### config.mk
export PLATFORM = sky130hd
export DESIGN_NAME = marker_version_string_scanner_core
export DESIGN_NICKNAME = d
export VERILOG_FILES = /design/src/mvs_pkg.sv /design/src/mvs_ram.sv /design/src/mvs_scan.sv /design/src/mvs_emit.sv /design/src/marker_version_string_scanner_core.sv
export SDC_FILE = /design/constraint.sdc
export NUM_CORES = 1
export LEC_CHECK = 0
export BUFFER_PORTS_ARGS = -buffer_cell sky130_fd_sc_hd__clkbuf_2
export CELL_PAD_IN_SITES_DETAIL_PLACEMENT = 0
export CELL_PAD_IN_SITES_GLOBAL_PLACEMENT = 2
export CORE_UTILIZATION = 46
export DETAILED_ROUTE_END_ITERATION = 7
export PLACE_DENSITY = 0.81
export SLEW_MARGIN = 20
export SYNTH_ARGS = -nofsm -noshare
export SYNTH_HDL_FRONTEND = slang
export SYNTH_SLANG_ARGS = --single-unit
### constraint.sdc
create_clock -name clk -period 6.2 [get_ports clk]
set_input_delay 0 -clock clk [delete_from_list [all_inputs] [get_ports clk]]
set_output_delay 0 -clock clk [all_outputs]
set_load 0.05 [all_outputs]
### src/mvs_pkg.sv
// Shared types, constants and character classes for the version string scanner.
package mvs_pkg;

	localparam int unsigned TEXT_SIZE_DEF = 32;
	localparam int unsigned DIST_W        = 17;
	localparam int unsigned WIN_W         = 16;

	localparam logic [WIN_W-1:0]  WINDOW_RST  = 16'd512;
	localparam logic [DIST_W-1:0] DIST_MAX    = 17'h1FFFF;
	localparam logic [DIST_W-1:0] DIST_MARKER = 17'd3;
	localparam logic [23:0]       MARKER_HEAD = 24'h445856;
	localparam logic [7:0]        MARKER_TAIL = 8'h4B;
	localparam logic [1:0]        MAX_DOTS    = 2'd3;

	localparam logic [7:0] CH_V     = 8'h76;
	localparam logic [7:0] CH_DOT   = 8'h2E;
	localparam logic [7:0] CH_DASH  = 8'h2D;
	localparam logic [7:0] CH_PLUS  = 8'h2B;
	localparam logic [7:0] CH_UNDER = 8'h5F;
	localparam logic [7:0] CH_0     = 8'h30;
	localparam logic [7:0] CH_9     = 8'h39;
	localparam logic [7:0] CH_LA    = 8'h61;
	localparam logic [7:0] CH_LZ    = 8'h7A;
	localparam logic [7:0] CH_UA    = 8'h41;
	localparam logic [7:0] CH_UZ    = 8'h5A;

	typedef struct packed {
		logic start;
		logic not_found;
	} emit_cmd_t;

	function automatic logic is_digit(input logic [7:0] b);
		return (b >= CH_0) && (b <= CH_9);
	endfunction

	function automatic logic is_tail_char(input logic [7:0] b);
		return is_digit(b) || ((b >= CH_LA) && (b <= CH_LZ)) ||
			((b >= CH_UA) && (b <= CH_UZ)) || (b == CH_DOT) ||
			(b == CH_DASH) || (b == CH_PLUS) || (b == CH_UNDER);
	endfunction

endpackage

### src/mvs_ram.sv
// Generic single-port-write, registered-read RAM.
module mvs_ram #(
	parameter int unsigned WIDTH = 8,
	parameter int unsigned DEPTH = 32
) (
	input  logic                     clk,
	input  logic                     wr_en,
	input  logic [$clog2(DEPTH)-1:0] wr_addr,
	input  logic [WIDTH-1:0]         wr_data,
	input  logic                     rd_en,
	input  logic [$clog2(DEPTH)-1:0] rd_addr,
	output logic [WIDTH-1:0]         rd_data
);

	logic [WIDTH-1:0] mem_q [DEPTH];

	always_ff @(posedge clk) begin
		if (wr_en) begin
			mem_q[wr_addr] <= wr_data;
		end
		if (rd_en) begin
			rd_data <= mem_q[rd_addr];
		end
	end

endmodule

### src/mvs_scan.sv
// Marker tracking and version grammar parser, one byte per transaction.
module mvs_scan #(
	parameter int unsigned TEXT_SIZE = mvs_pkg::TEXT_SIZE_DEF
) (
	input  logic                             clk,
	input  logic                             arst_n,
	input  logic                             cfg_wr_en,
	input  logic [mvs_pkg::WIN_W-1:0]        cfg_wr_data,
	input  logic                             accept,
	input  logic [7:0]                       data_byte,
	input  logic                             end_of_binary,
	output logic                             wr_en,
	output logic [$clog2(TEXT_SIZE)-1:0]     wr_addr,
	output logic [7:0]                       wr_data,
	output mvs_pkg::emit_cmd_t               cmd,
	output logic [$clog2(TEXT_SIZE+1)-1:0]   cmd_len
);
	import mvs_pkg::*;

	localparam int unsigned AW = $clog2(TEXT_SIZE);
	localparam int unsigned LW = $clog2(TEXT_SIZE + 1);
	localparam logic [LW-1:0] LEN_NUM_MAX  = LW'(TEXT_SIZE - 1);
	localparam logic [LW-1:0] LEN_TAIL_MAX = LW'(TEXT_SIZE - 2);

	typedef enum logic [1:0] {
		PH_IDLE,
		PH_NUMBER,
		PH_TAIL,
		PH_DONE
	} phase_t;

	logic [WIN_W-1:0]  window_q;
	logic [23:0]       recent_q;
	logic              seen_q;
	logic [DIST_W-1:0] dist_q;
	phase_t            phase_q;
	logic [1:0]        dots_q;
	logic              hd_q;
	logic [LW-1:0]     len_q;
	logic              done_q;

	logic              seen_n;
	logic [DIST_W-1:0] dist_n;
	phase_t            phase_n;
	logic [1:0]        dots_n;
	logic              hd_n;
	logic [LW-1:0]     len_n;
	logic              done_n;
	logic              start_ok;
	logic              do_start;
	logic              do_tail;
	logic              do_append;
	logic              emit;
	logic              eob_emit;

	always_comb begin
		seen_n = seen_q;
		dist_n = dist_q;
		if (recent_q == MARKER_HEAD && data_byte == MARKER_TAIL) begin
			seen_n = 1'b1;
			dist_n = DIST_MARKER;
		end else if (seen_q && dist_q != DIST_MAX) begin
			dist_n = dist_q + DIST_W'(1);
		end
		start_ok = (data_byte == CH_V) && seen_n && (dist_n <= DIST_W'(window_q));

		phase_n   = phase_q;
		dots_n    = dots_q;
		hd_n      = hd_q;
		len_n     = len_q;
		done_n    = done_q;
		do_start  = 1'b0;
		do_tail   = 1'b0;
		do_append = 1'b0;
		emit      = 1'b0;

		unique case (phase_q)
			PH_IDLE: begin
				do_start = 1'b1;
			end
			PH_NUMBER: begin
				priority if (is_digit(data_byte)) begin
					if (len_q >= LEN_NUM_MAX) begin
						do_start = 1'b1;
					end else begin
						do_append = 1'b1;
						hd_n      = 1'b1;
					end
				end else if (!hd_q) begin
					do_start = 1'b1;
				end else if (data_byte == CH_DOT && dots_q != MAX_DOTS) begin
					if (len_q >= LEN_NUM_MAX) begin
						do_start = 1'b1;
					end else begin
						do_append = 1'b1;
						dots_n    = dots_q + 2'd1;
						hd_n      = 1'b0;
					end
				end else if (dots_q == 2'd0) begin
					do_start = 1'b1;
				end else begin
					do_tail = 1'b1;
				end
			end
			PH_TAIL: begin
				do_tail = 1'b1;
			end
			PH_DONE: begin
			end
			default: begin
			end
		endcase

		if (do_start) begin
			phase_n = start_ok ? PH_NUMBER : PH_IDLE;
			if (start_ok) begin
				len_n  = '0;
				dots_n = 2'd0;
				hd_n   = 1'b0;
			end
		end

		if (do_tail) begin
			phase_n = PH_TAIL;
			priority if (len_q >= LEN_TAIL_MAX) begin
				emit = 1'b1;
			end else if (is_tail_char(data_byte)) begin
				do_append = 1'b1;
				if (len_q + LW'(1) >= LEN_TAIL_MAX) begin
					emit = 1'b1;
				end
			end else begin
				emit = 1'b1;
			end
		end

		if (do_append) begin
			len_n = len_q + LW'(1);
		end

		if (emit) begin
			done_n  = 1'b1;
			phase_n = PH_DONE;
		end

		eob_emit = end_of_binary &&
			((phase_n == PH_NUMBER && hd_n && dots_n != 2'd0) || phase_n == PH_TAIL);
	end

	assign wr_en   = accept && do_append;
	assign wr_addr = len_q[AW-1:0];
	assign wr_data = data_byte;
	assign cmd_len = len_n;

	always_comb begin
		cmd.start     = accept && (emit || eob_emit);
		cmd.not_found = accept && end_of_binary && !(done_n || eob_emit);
	end

	always_ff @(posedge clk or negedge arst_n) begin
		if (!arst_n) begin
			window_q <= WINDOW_RST;
			recent_q <= '0;
			seen_q   <= 1'b0;
			dist_q   <= '0;
			phase_q  <= PH_IDLE;
			dots_q   <= 2'd0;
			hd_q     <= 1'b0;
			len_q    <= '0;
			done_q   <= 1'b0;
		end else begin
			if (cfg_wr_en) begin
				window_q <= cfg_wr_data;
			end
			if (accept) begin
				if (end_of_binary) begin
					recent_q <= '0;
					seen_q   <= 1'b0;
					dist_q   <= '0;
					phase_q  <= PH_IDLE;
					dots_q   <= 2'd0;
					hd_q     <= 1'b0;
					len_q    <= '0;
					done_q   <= 1'b0;
				end else begin
					recent_q <= {recent_q[15:0], data_byte};
					seen_q   <= seen_n;
					dist_q   <= dist_n;
					phase_q  <= phase_n;
					dots_q   <= dots_n;
					hd_q     <= hd_n;
					len_q    <= len_n;
					done_q   <= done_n;
				end
			end
		end
	end

endmodule

### src/mvs_emit.sv
// Result sequencer: reads match text from the text memory and drives the output register.
module mvs_emit #(
	parameter int unsigned TEXT_SIZE = mvs_pkg::TEXT_SIZE_DEF
) (
	input  logic                             clk,
	input  logic                             arst_n,
	input  mvs_pkg::emit_cmd_t               cmd,
	input  logic [$clog2(TEXT_SIZE+1)-1:0]   cmd_len,
	output logic                             in_ready,
	output logic                             rd_en,
	output logic [$clog2(TEXT_SIZE)-1:0]     rd_addr,
	input  logic [7:0]                       rd_data,
	output logic                             out_valid,
	input  logic                             out_ready,
	output logic [7:0]                       out_char,
	output logic                             out_found,
	output logic                             out_last
);
	import mvs_pkg::*;

	localparam int unsigned AW = $clog2(TEXT_SIZE);
	localparam int unsigned LW = $clog2(TEXT_SIZE + 1);

	logic          busy_q;
	logic [AW-1:0] idx_q;
	logic [LW-1:0] len_q;
	logic          v_s1;
	logic          nf_s1;
	logic          last_s1;
	logic          out_valid_q;
	logic [7:0]    out_char_q;
	logic          out_found_q;
	logic          out_last_q;
	logic          out_free;
	logic          idx_last;

	assign out_free = !out_valid_q || out_ready;
	assign rd_en    = busy_q && (!v_s1 || out_free);
	assign rd_addr  = idx_q;
	assign idx_last = (LW'(idx_q) == len_q - LW'(1));
	assign in_ready = !busy_q && (!v_s1 || out_free);

	always_ff @(posedge clk or negedge arst_n) begin
		if (!arst_n) begin
			busy_q      <= 1'b0;
			idx_q       <= '0;
			len_q       <= '0;
			v_s1        <= 1'b0;
			nf_s1       <= 1'b0;
			last_s1     <= 1'b0;
			out_valid_q <= 1'b0;
		end else begin
			if (cmd.start) begin
				busy_q <= 1'b1;
				idx_q  <= '0;
				len_q  <= cmd_len;
			end else if (rd_en) begin
				busy_q <= !idx_last;
				idx_q  <= idx_q + AW'(1);
			end

			if (rd_en) begin
				v_s1    <= 1'b1;
				nf_s1   <= 1'b0;
				last_s1 <= idx_last;
			end else if (cmd.not_found) begin
				v_s1    <= 1'b1;
				nf_s1   <= 1'b1;
				last_s1 <= 1'b1;
			end else if (v_s1 && out_free) begin
				v_s1 <= 1'b0;
			end

			if (out_free) begin
				out_valid_q <= v_s1;
			end
		end
	end

	always_ff @(posedge clk) begin
		if (out_free && v_s1) begin
			out_char_q  <= nf_s1 ? 8'd0 : rd_data;
			out_found_q <= !nf_s1;
			out_last_q  <= last_s1;
		end
	end

	assign out_valid = out_valid_q;
	assign out_char  = out_char_q;
	assign out_found = out_found_q;
	assign out_last  = out_last_q;

endmodule

### src/marker_version_string_scanner_core.sv
// Top level of the marker-anchored version string scanner.
// The scanner takes one byte per clock cycle. A byte that completes a version match
// starts a result run: the matched text (without the leading v) is read from the text
// memory one character per cycle while the output is not held, and input stalls until
// all of its characters (at most TEXT_SIZE-1) are read; a held output stalls it too.
// The end-of-binary byte without a match gives a single not-found result with found
// low and data zero. The output register lets the next byte be taken while a result
// waits.
// There is no clearing pass after reset; the marker window register resets to 512.
module marker_version_string_scanner_core #(
	parameter int unsigned TEXT_SIZE = mvs_pkg::TEXT_SIZE_DEF
) (
	input  logic                      clk,
	input  logic                      arst_n,
	input  logic                      cfg_wr_en,
	input  logic [mvs_pkg::WIN_W-1:0] cfg_wr_data,   // marker_window
	input  logic                      s_tvalid,
	output logic                      s_tready,
	input  logic [7:0]                s_tdata,       // [7:0] data_byte
	input  logic                      s_tlast,       // end_of_binary
	output logic                      m_tvalid,
	input  logic                      m_tready,
	output logic [7:0]                m_tdata,       // [7:0] version_char
	output logic                      m_tuser,       // [0] found
	output logic                      m_tlast        // run_last
);
	import mvs_pkg::*;

	localparam int unsigned AW = $clog2(TEXT_SIZE);
	localparam int unsigned LW = $clog2(TEXT_SIZE + 1);

	logic          accept;
	logic          wr_en;
	logic [AW-1:0] wr_addr;
	logic [7:0]    wr_data;
	logic          rd_en;
	logic [AW-1:0] rd_addr;
	logic [7:0]    rd_data;
	emit_cmd_t     cmd;
	logic [LW-1:0] cmd_len;

	assign accept = s_tvalid && s_tready;

	mvs_scan #(.TEXT_SIZE(TEXT_SIZE)) u_scan (
		.clk           (clk),
		.arst_n        (arst_n),
		.cfg_wr_en     (cfg_wr_en),
		.cfg_wr_data   (cfg_wr_data),
		.accept        (accept),
		.data_byte     (s_tdata),
		.end_of_binary (s_tlast),
		.wr_en         (wr_en),
		.wr_addr       (wr_addr),
		.wr_data       (wr_data),
		.cmd           (cmd),
		.cmd_len       (cmd_len)
	);

	mvs_ram #(.WIDTH(8), .DEPTH(TEXT_SIZE)) u_text (
		.clk     (clk),
		.wr_en   (wr_en),
		.wr_addr (wr_addr),
		.wr_data (wr_data),
		.rd_en   (rd_en),
		.rd_addr (rd_addr),
		.rd_data (rd_data)
	);

	mvs_emit #(.TEXT_SIZE(TEXT_SIZE)) u_emit (
		.clk       (clk),
		.arst_n    (arst_n),
		.cmd       (cmd),
		.cmd_len   (cmd_len),
		.in_ready  (s_tready),
		.rd_en     (rd_en),
		.rd_addr   (rd_addr),
		.rd_data   (rd_data),
		.out_valid (m_tvalid),
		.out_ready (m_tready),
		.out_char  (m_tdata),
		.out_found (m_tuser),
		.out_last  (m_tlast)
	);

endmodule

Yosys cells after proc, flatten, opt, wreduce, memory -nomap -nowiden --
Memory sizes are Yosys's and may differ from the RTL's. A register that Yosys moved wholly into a read port is not among the register bits. Index checks and enable logic that the tools add are counted.
Cells by class: $lt $le $gt $ge 10, reductions and logical operators 42, equal/unequal tests 14, $add $sub $neg 5, multiplexer cells 68
Operator list (number):
- 17-bit 2-to-1 mux | 3
- 1-bit 2-to-1 mux | 44
- 24-bit by 23-bit == test with 1-bit output (second input constant) | 1
- 8-bit by 6-bit == test with 1-bit output (second input constant) | 3
- 8-bit by 7-bit == test with 1-bit output (second input constant) | 3
- 2-bit 2-to-1 mux | 12
- 24-bit 2-to-1 mux | 1
- 6-bit 2-to-1 mux | 4
- 1-bit logical AND | 19
- 6-bit by 5-bit >= comparator with 1-bit output (second input constant) | 3
- 17-bit by 1-bit adder with 17-bit output (second input constant) | 1
- 17-bit by 16-bit <= comparator with 1-bit output | 1
- 17-bit != test (second input constant) | 1
- 8-bit by 7-bit >= comparator with 1-bit output (second input constant) | 2
- 8-bit by 7-bit <= comparator with 1-bit output (second input constant) | 2
- 1-bit logical OR | 11
- 5-bit 2-to-1 mux | 2
- 8-bit by 6-bit >= comparator with 1-bit output (second input constant) | 1
- 8-bit by 6-bit <= comparator with 1-bit output (second input constant) | 1
- 6-bit by 1-bit adder with 6-bit output (second input constant) | 1
- 5-bit by 6-bit == test with 1-bit output | 1
- 1-bit zero test | 6
- 2-bit nonzero test | 3
- 6-bit by 1-bit subtractor with 6-bit output (second input constant) | 1
- other kinds (8) | 12
Storage, ports and cells: memories kept 1, output and inout port bits 12, memory bits (writable) 256, word-level logic and storage cells 159, flip-flop bits (word level) 96, bits of input ports 30
Memories:
- u_text.mem_q | depth 32, bits a word 8, rd ports 1, clocked after Yosys merged registers in 1, write ports 1, line mvs_ram.sv:15 | logic [WIDTH-1:0] mem_q [DEPTH];

Depth between registers and ports, before layout --
depth after elaboration 22, mapped depth 21, mapped depth without buffers 20

Hierarchy --
Synthesis repeated with hierarchy kept, for this count alone.
Second synthesis, totals: cell total of the unflattened synthesis 1046, area, all modules 15885.2 µm²
Modules (own cells, without submodules):
- mvs_ram | instances 1, area each 10133.5 µm², cells an instance 417, sequential area each 7927.6 µm²
- mvs_scan | instances 1, area each 4598.2 µm², cells an instance 530, sequential area each 1752.9 µm²
- mvs_emit | instances 1, area each 1147.4 µm², cells an instance 98, sequential area each 700.7 µm²
- marker_version_string_scanner_core | instances 1, area each 6.3 µm², cells an instance 1, sequential area each 0.0 µm²

Worst setup path after synthesis --
Ideal clock, no wire load.
kind register -> register, start register u_scan.dist_q[0], end register u_emit.len_q[4], cell stages (with the launch flop) 22, arrival 4.235 ns, library setup time 0.125 ns, path slack 1.840 ns, clock period less this slack 4.360 ns, path through dfrtp_1 > ha_1 > nand3_1 > nor4_1 > ha_1 > nor2b_1 > clkbuf_1 > nand2_1 > nor3_1 > nand3_1 > xor2_1 > nor2_1 > ha_1 > nand4_1 > nor4_1 > a41oi_1 > or3_1 > nor4_1 > o21ai_2 > o211ai_2 > buf_6 > mux2_4
Between the ends: word-level cells in the longest chain between the ends 17
Ends and longest elaborated chain:
- start, declared | line mvs_scan.sv:35 | logic [DIST_W-1:0] dist_q;
- start signal, assigned | line mvs_scan.sv:188 | dist_q <= dist_n;
- branches (longest 2 deep; another with 17-bit by 1-bit adder with 17-bit output)
- 17-bit 2-to-1 mux * | line mvs_scan.sv:62 | end else if (seen_q && dist_q != DIST_MAX) begin
- 17-bit 2-to-1 mux * | line mvs_scan.sv:59 | if (recent_q == MARKER_HEAD && data_byte == MARKER_TAIL) begin
- 17-bit by 16-bit <= comparator with 1-bit output * | line mvs_scan.sv:65 | start_ok = (data_byte == CH_V) && seen_n && (dist_n <= DIST_W'(window_q));
- 1-bit logical AND * | line mvs_scan.sv:65
- 1-bit 2-to-1 mux | line mvs_scan.sv:115 | phase_n = start_ok ? PH_NUMBER : PH_IDLE;
- 2-bit 2-to-1 mux | line mvs_scan.sv:114 | if (do_start) begin
- 2-bit 2-to-1 mux | line mvs_scan.sv:123 | if (do_tail) begin
- 2-bit 2-to-1 mux | line mvs_scan.sv:141 | if (emit) begin
- 2-bit by 1-bit == test with 1-bit output | line mvs_scan.sv:147 | ((phase_n == PH_NUMBER && hd_n && dots_n != 2'd0) || phase_n == PH_TAIL);
- 1-bit logical AND (2 in series) | line mvs_scan.sv:147
- 1-bit logical OR | line mvs_scan.sv:147
- 1-bit logical AND | line mvs_scan.sv:146 | eob_emit = end_of_binary &&
- 1-bit logical OR | line mvs_scan.sv:156 | cmd.start = accept && (emit || eob_emit);
- 1-bit logical AND | line mvs_scan.sv:156
- end signal, assigned | line mvs_emit.sv:56 | len_q <= cmd_len;
- end, declared | line mvs_emit.sv:26 | logic [LW-1:0] len_q;
Every way passes the cells marked *. A chain may end at the register's enable or synchronous reset.

Worst setup path after layout --
start register u_scan.dist_q[0], end register u_emit.len_q[5]
The elaborated chain is that of the path after synthesis.

==> metrics.yaml <==
final_layout:
  fillers: 2756
  num-nets-final: 1152
  multi_input_gate_area_um2: 4971
  mostFrequentLayoutCell: "sky130_fd_sc_hd__edfxtp_1"
  seq_area_um2: 10390
  layout.cells.most_common_list: "sky130_fd_sc_hd__edfxtp_1, sky130_fd_sc_hd__nand2_1, sky130_fd_sc_hd__dfrtp_1"
  antenna_cells: 0
  syn2layout_area_growth_pct: 13.77
  layout-drive-gt1-share_pct: 19.96
synthesis:
  post_synth_num_cell_types: 67
  number_of_instances_in_the_synthesized_netlist: 1026
  synth_warnings: 0
  synth_seq_cells: 360
  synth.cell_area_um2: 15700
  post_syn_nets: 1086
  asyncSetResetFlopFracSynth_pct: 23.89
  synth-seq-area-share_pct: 66.11
  synth_edf_count: 274
  postSynth.topFlopCell: "sky130_fd_sc_hd__edfxtp_1"
  syn-mean-instance-area_um2: 15.30
routing:
  drt-pass1-iter-count: 5
  drc: 0
  antenna_violating_nets_post_route: 0
  postRouteWirelength_um: 33160
  routedWlPerCell_um: 21.12
  num_vias: 8794
  drt_first_iter_violations: 759
  drt-vias-per-instance: 5.601
critical_path:
  ff2ff_path_depth: 19
  timing.critical_path.max_delay_family: "simple AND/OR/NAND/NOR gates"
  startpoint_types: "register"
  timing.critical_path.slowest_stage_cell: "sky130_fd_sc_hd__nor4_1"
  r2r_end: "u_emit.len_q[5]"
  register_to_register_setup_slack_ns: 0.94
  cp.required_ns: 6.61
  critical_path_class: "reg -> reg"
  worstPathCellList: "ha_1 > nand3_1 > nor4_1 > ha_1 > nor2b_1 > nand2_1 > nor3_1 > nand3_1 > xor2_1 > nor2_1 > ha_1 > nand4_1 > nor4_1 > a41oi_1 > or3_1 > nor4_1 > o21ai_2 > o211ai_2 > mux2_2"
  worst_path_largest_cell_delay_ns: 0.51
  number_of_buffer_and_inverter_stages_on_the_critical_path: 0
  regToRegStartpoint: "u_scan.dist_q[0]"
  crit_path_max_fanout: 12
  crit_arrival_ns: 5.67
  critical_path.endpoint_type: "register"
cts:
  clock_latency_ns: 0.53
  cts-hold-fix-buffers: 22
  tritoncts_clock_tree: "built"
  cts.repair_timing.setup_buffer_count: 0
  cts_sinks: 360
  cts-buffers-inserted: 39
  clk_root_buffer_cell: "sky130_fd_sc_hd__clkbuf_16"
  postCtsResizedCells: 0
  htree_num_levels: 2
  cts-root-to-sink-buffers: 3
  clk_pin_slew_worst_paths_ns: 0.06
place:
  place_congestion: 0.7913
  port-buffer-count: 41
  detailedPlacementHpwl_um: 20820
floorplanning:
  die_height_um: 186.8
  io-pin-count: 42
  design.die.area_um2: 34880
  core_region_area_um2: 33530
  die_x_um: 186.8
  initial_core_util_pct: 46.83
  floorplan.rows: 67
sta:
  final-setup-viol-count: 0
  final_hold_slack_ns: 0.009985
  setup_total_negative_slack_ns: 0
  maxClockFrequency_ghz: 0.1899
  post-route-min-period_ns: 5.265
  max-slew-margin-rel_pct: 29.01
  unrepaired_setup_endpoints_after_global_routing: "false"
  final-max-slew-violation-count: 0
  final.setup_skew_ns: 0.01262
  worst_slew_pin_tran_ns: 1.065
  share_of_the_clock_period_used_by_the_worst_path_pct: 84.92
  report.final.hold_viol_count: 0
global_routing:
  maximum_number_of_pins_on_one_net_before_global_route_repair: 51
  global_route.overflow_total: 0
  grt.total_usage_pct: 19.78
  antenna_violations_before_repair: 1
  grt_pass1_wl_um: 52570
  vias_in_the_first_global_route: 8791
pwr:
  total_leakage_power_nw: 6.397
  power.ir.vdd_worst_uv: 222.5
  power_per_cell_area_nw_per_um2: 382.7
run:
  drv.max_cap_violation_count: 0
outcome:
  outcome: "finished, final reports clean"
min_path:
  hold_wc_path_type: "in -> async"
[Yosys cell counts (3+ instances only)]
| cell | n | area share (%) |
|---|---|---|
| sky130_fd_sc_hd__o21ai_0 | 33 | 1.1 |
| sky130_fd_sc_hd__nor4_1 | 6 | 0.24 |
| sky130_fd_sc_hd__nand3_1 | 17 | 0.54 |
| sky130_fd_sc_hd__nor4b_1 | 5 | 0.28 |
| sky130_fd_sc_hd__buf_1 | 8 | 0.19 |
| sky130_fd_sc_hd__nand3b_1 | 28 | 1.3 |
| sky130_fd_sc_hd__and2_1 | 11 | 0.44 |
| sky130_fd_sc_hd__nor2_1 | 78 | 1.9 |
| sky130_fd_sc_hd__nor2b_1 | 11 | 0.44 |
| sky130_fd_sc_hd__mux4_2 | 80 | 11 |
| sky130_fd_sc_hd__o21a_1 | 3 | 0.14 |
| sky130_fd_sc_hd__a21oi_1 | 24 | 0.76 |
| sky130_fd_sc_hd__xnor2_1 | 12 | 0.67 |
| sky130_fd_sc_hd__clkbuf_1 | 34 | 0.81 |
| sky130_fd_sc_hd__inv_1 | 34 | 0.81 |
| sky130_fd_sc_hd__dfrtp_1 | 85 | 14 |
| sky130_fd_sc_hd__edfxtp_1 | 274 | 52 |
| sky130_fd_sc_hd__ha_1 | 30 | 2.4 |
| sky130_fd_sc_hd__a22o_1 | 15 | 0.84 |
| sky130_fd_sc_hd__nand4_1 | 16 | 0.64 |
| sky130_fd_sc_hd__nand2_1 | 93 | 2.2 |
| sky130_fd_sc_hd__o21ai_1 | 5 | 0.16 |
| sky130_fd_sc_hd__nor3_1 | 12 | 0.38 |
| sky130_fd_sc_hd__mux2_2 | 12 | 0.86 |
| sky130_fd_sc_hd__nand2b_1 | 8 | 0.32 |
| sky130_fd_sc_hd__nor4bb_1 | 3 | 0.19 |
| sky130_fd_sc_hd__or3_1 | 4 | 0.16 |
| sky130_fd_sc_hd__a211oi_1 | 3 | 0.14 |
| sky130_fd_sc_hd__mux2i_1 | 5 | 0.32 |
| sky130_fd_sc_hd__o22ai_1 | 3 | 0.12 |
| sky130_fd_sc_hd__a22oi_1 | 4 | 0.19 |
| sky130_fd_sc_hd__o31ai_1 | 5 | 0.24 |
| sky130_fd_sc_hd__buf_2 | 7 | 0.22 |
| sky130_fd_sc_hd__xor2_1 | 16 | 0.89 |
[cell type report]
cell class	instances	share of cell area, %
multi-input combinational	579	27.83
timing repair buffer	78	3.026
sequential	360	58.14
clock buffer	48	5.708
tap	448	3.138
clock inverter	23	1.450
inverter	34	0.7144
[worst max path at each step]
stage	cells past startpoint	slack, ns	to	from
finish	19	0.94	u_emit.len_q[5]	u_scan.dist_q[0]
global route	19	0.48	u_emit.len_q[5]	u_scan.dist_q[0]
CTS	19	0.91	u_emit.len_q[5]	u_scan.dist_q[0]
detailed placement	19	0.92	u_emit.len_q[5]	u_scan.dist_q[0]
global placement	19	1.0	u_emit.len_q[5]	u_scan.dist_q[0]
floorplan	21	1.84	u_emit.len_q[4]	u_scan.dist_q[0]
[layer usage]
layer / share of wire [%] / vias up / track usage, %
met5: 0 / - / 0
met4: 1.9 / 0 / 4.855
met3: 5.0 / 48 / 3.517
met2: 48 / 225 / 32.09
met1: 45 / 4464 / 27.86
li1: - / 4057 / -
[sequential cells by signal (all words and copies together), names as in the netlist, 2 cells and up]
register / cells
u_scan.phase_q: 2
u_emit.out_char: 8
u_scan.dist_q: 17
u_scan.dots_q: 2
u_emit.rd_addr: 5
u_scan.len_q: 6
u_emit.len_q: 6
u_text.rd_data: 8
u_scan.recent_q: 24
u_text.mem_q: 256
u_scan.window_q: 16
[per-stage QoR]
step | cells | power [mW] | cell area [µm²] | utilization [%] | worst slack, ns
after global placement | 1477 | 4.591 | 16370 | 48.81 | 0.9991
after floorplan | 1026 | 4.134 | 15700 | - | 1.840
after CTS | 1570 | 6.927 | 17860 | 53.28 | 0.9068
after detailed placement | 1477 | 4.605 | 16370 | 48.81 | 0.9206
after global routing | 1570 | 7.149 | 17860 | 53.28 | 0.4838
final | 1570 | 6.836 | 17860 | 53.28 | 0.9352
[cell families after synthesis]
family	after synthesis	share of synthesized area, %
xor+xnor	28	1.562
mux	99	12.82
simple gates	305	9.912
flops	360	66.11
buf+inv	87	2.279
compound gates	117	4.924
fa+ha+maj	30	2.390
[power breakdown]
group	internal (mW)	switching (mW)	leakage, nW	total (mW)
combinational	0.736	0.761	2.19	1.50
sequential	2.78	0.261	3.59	3.04
clock	1.38	0.921	0.620	2.30
Power figures use the tool's default switching activity.
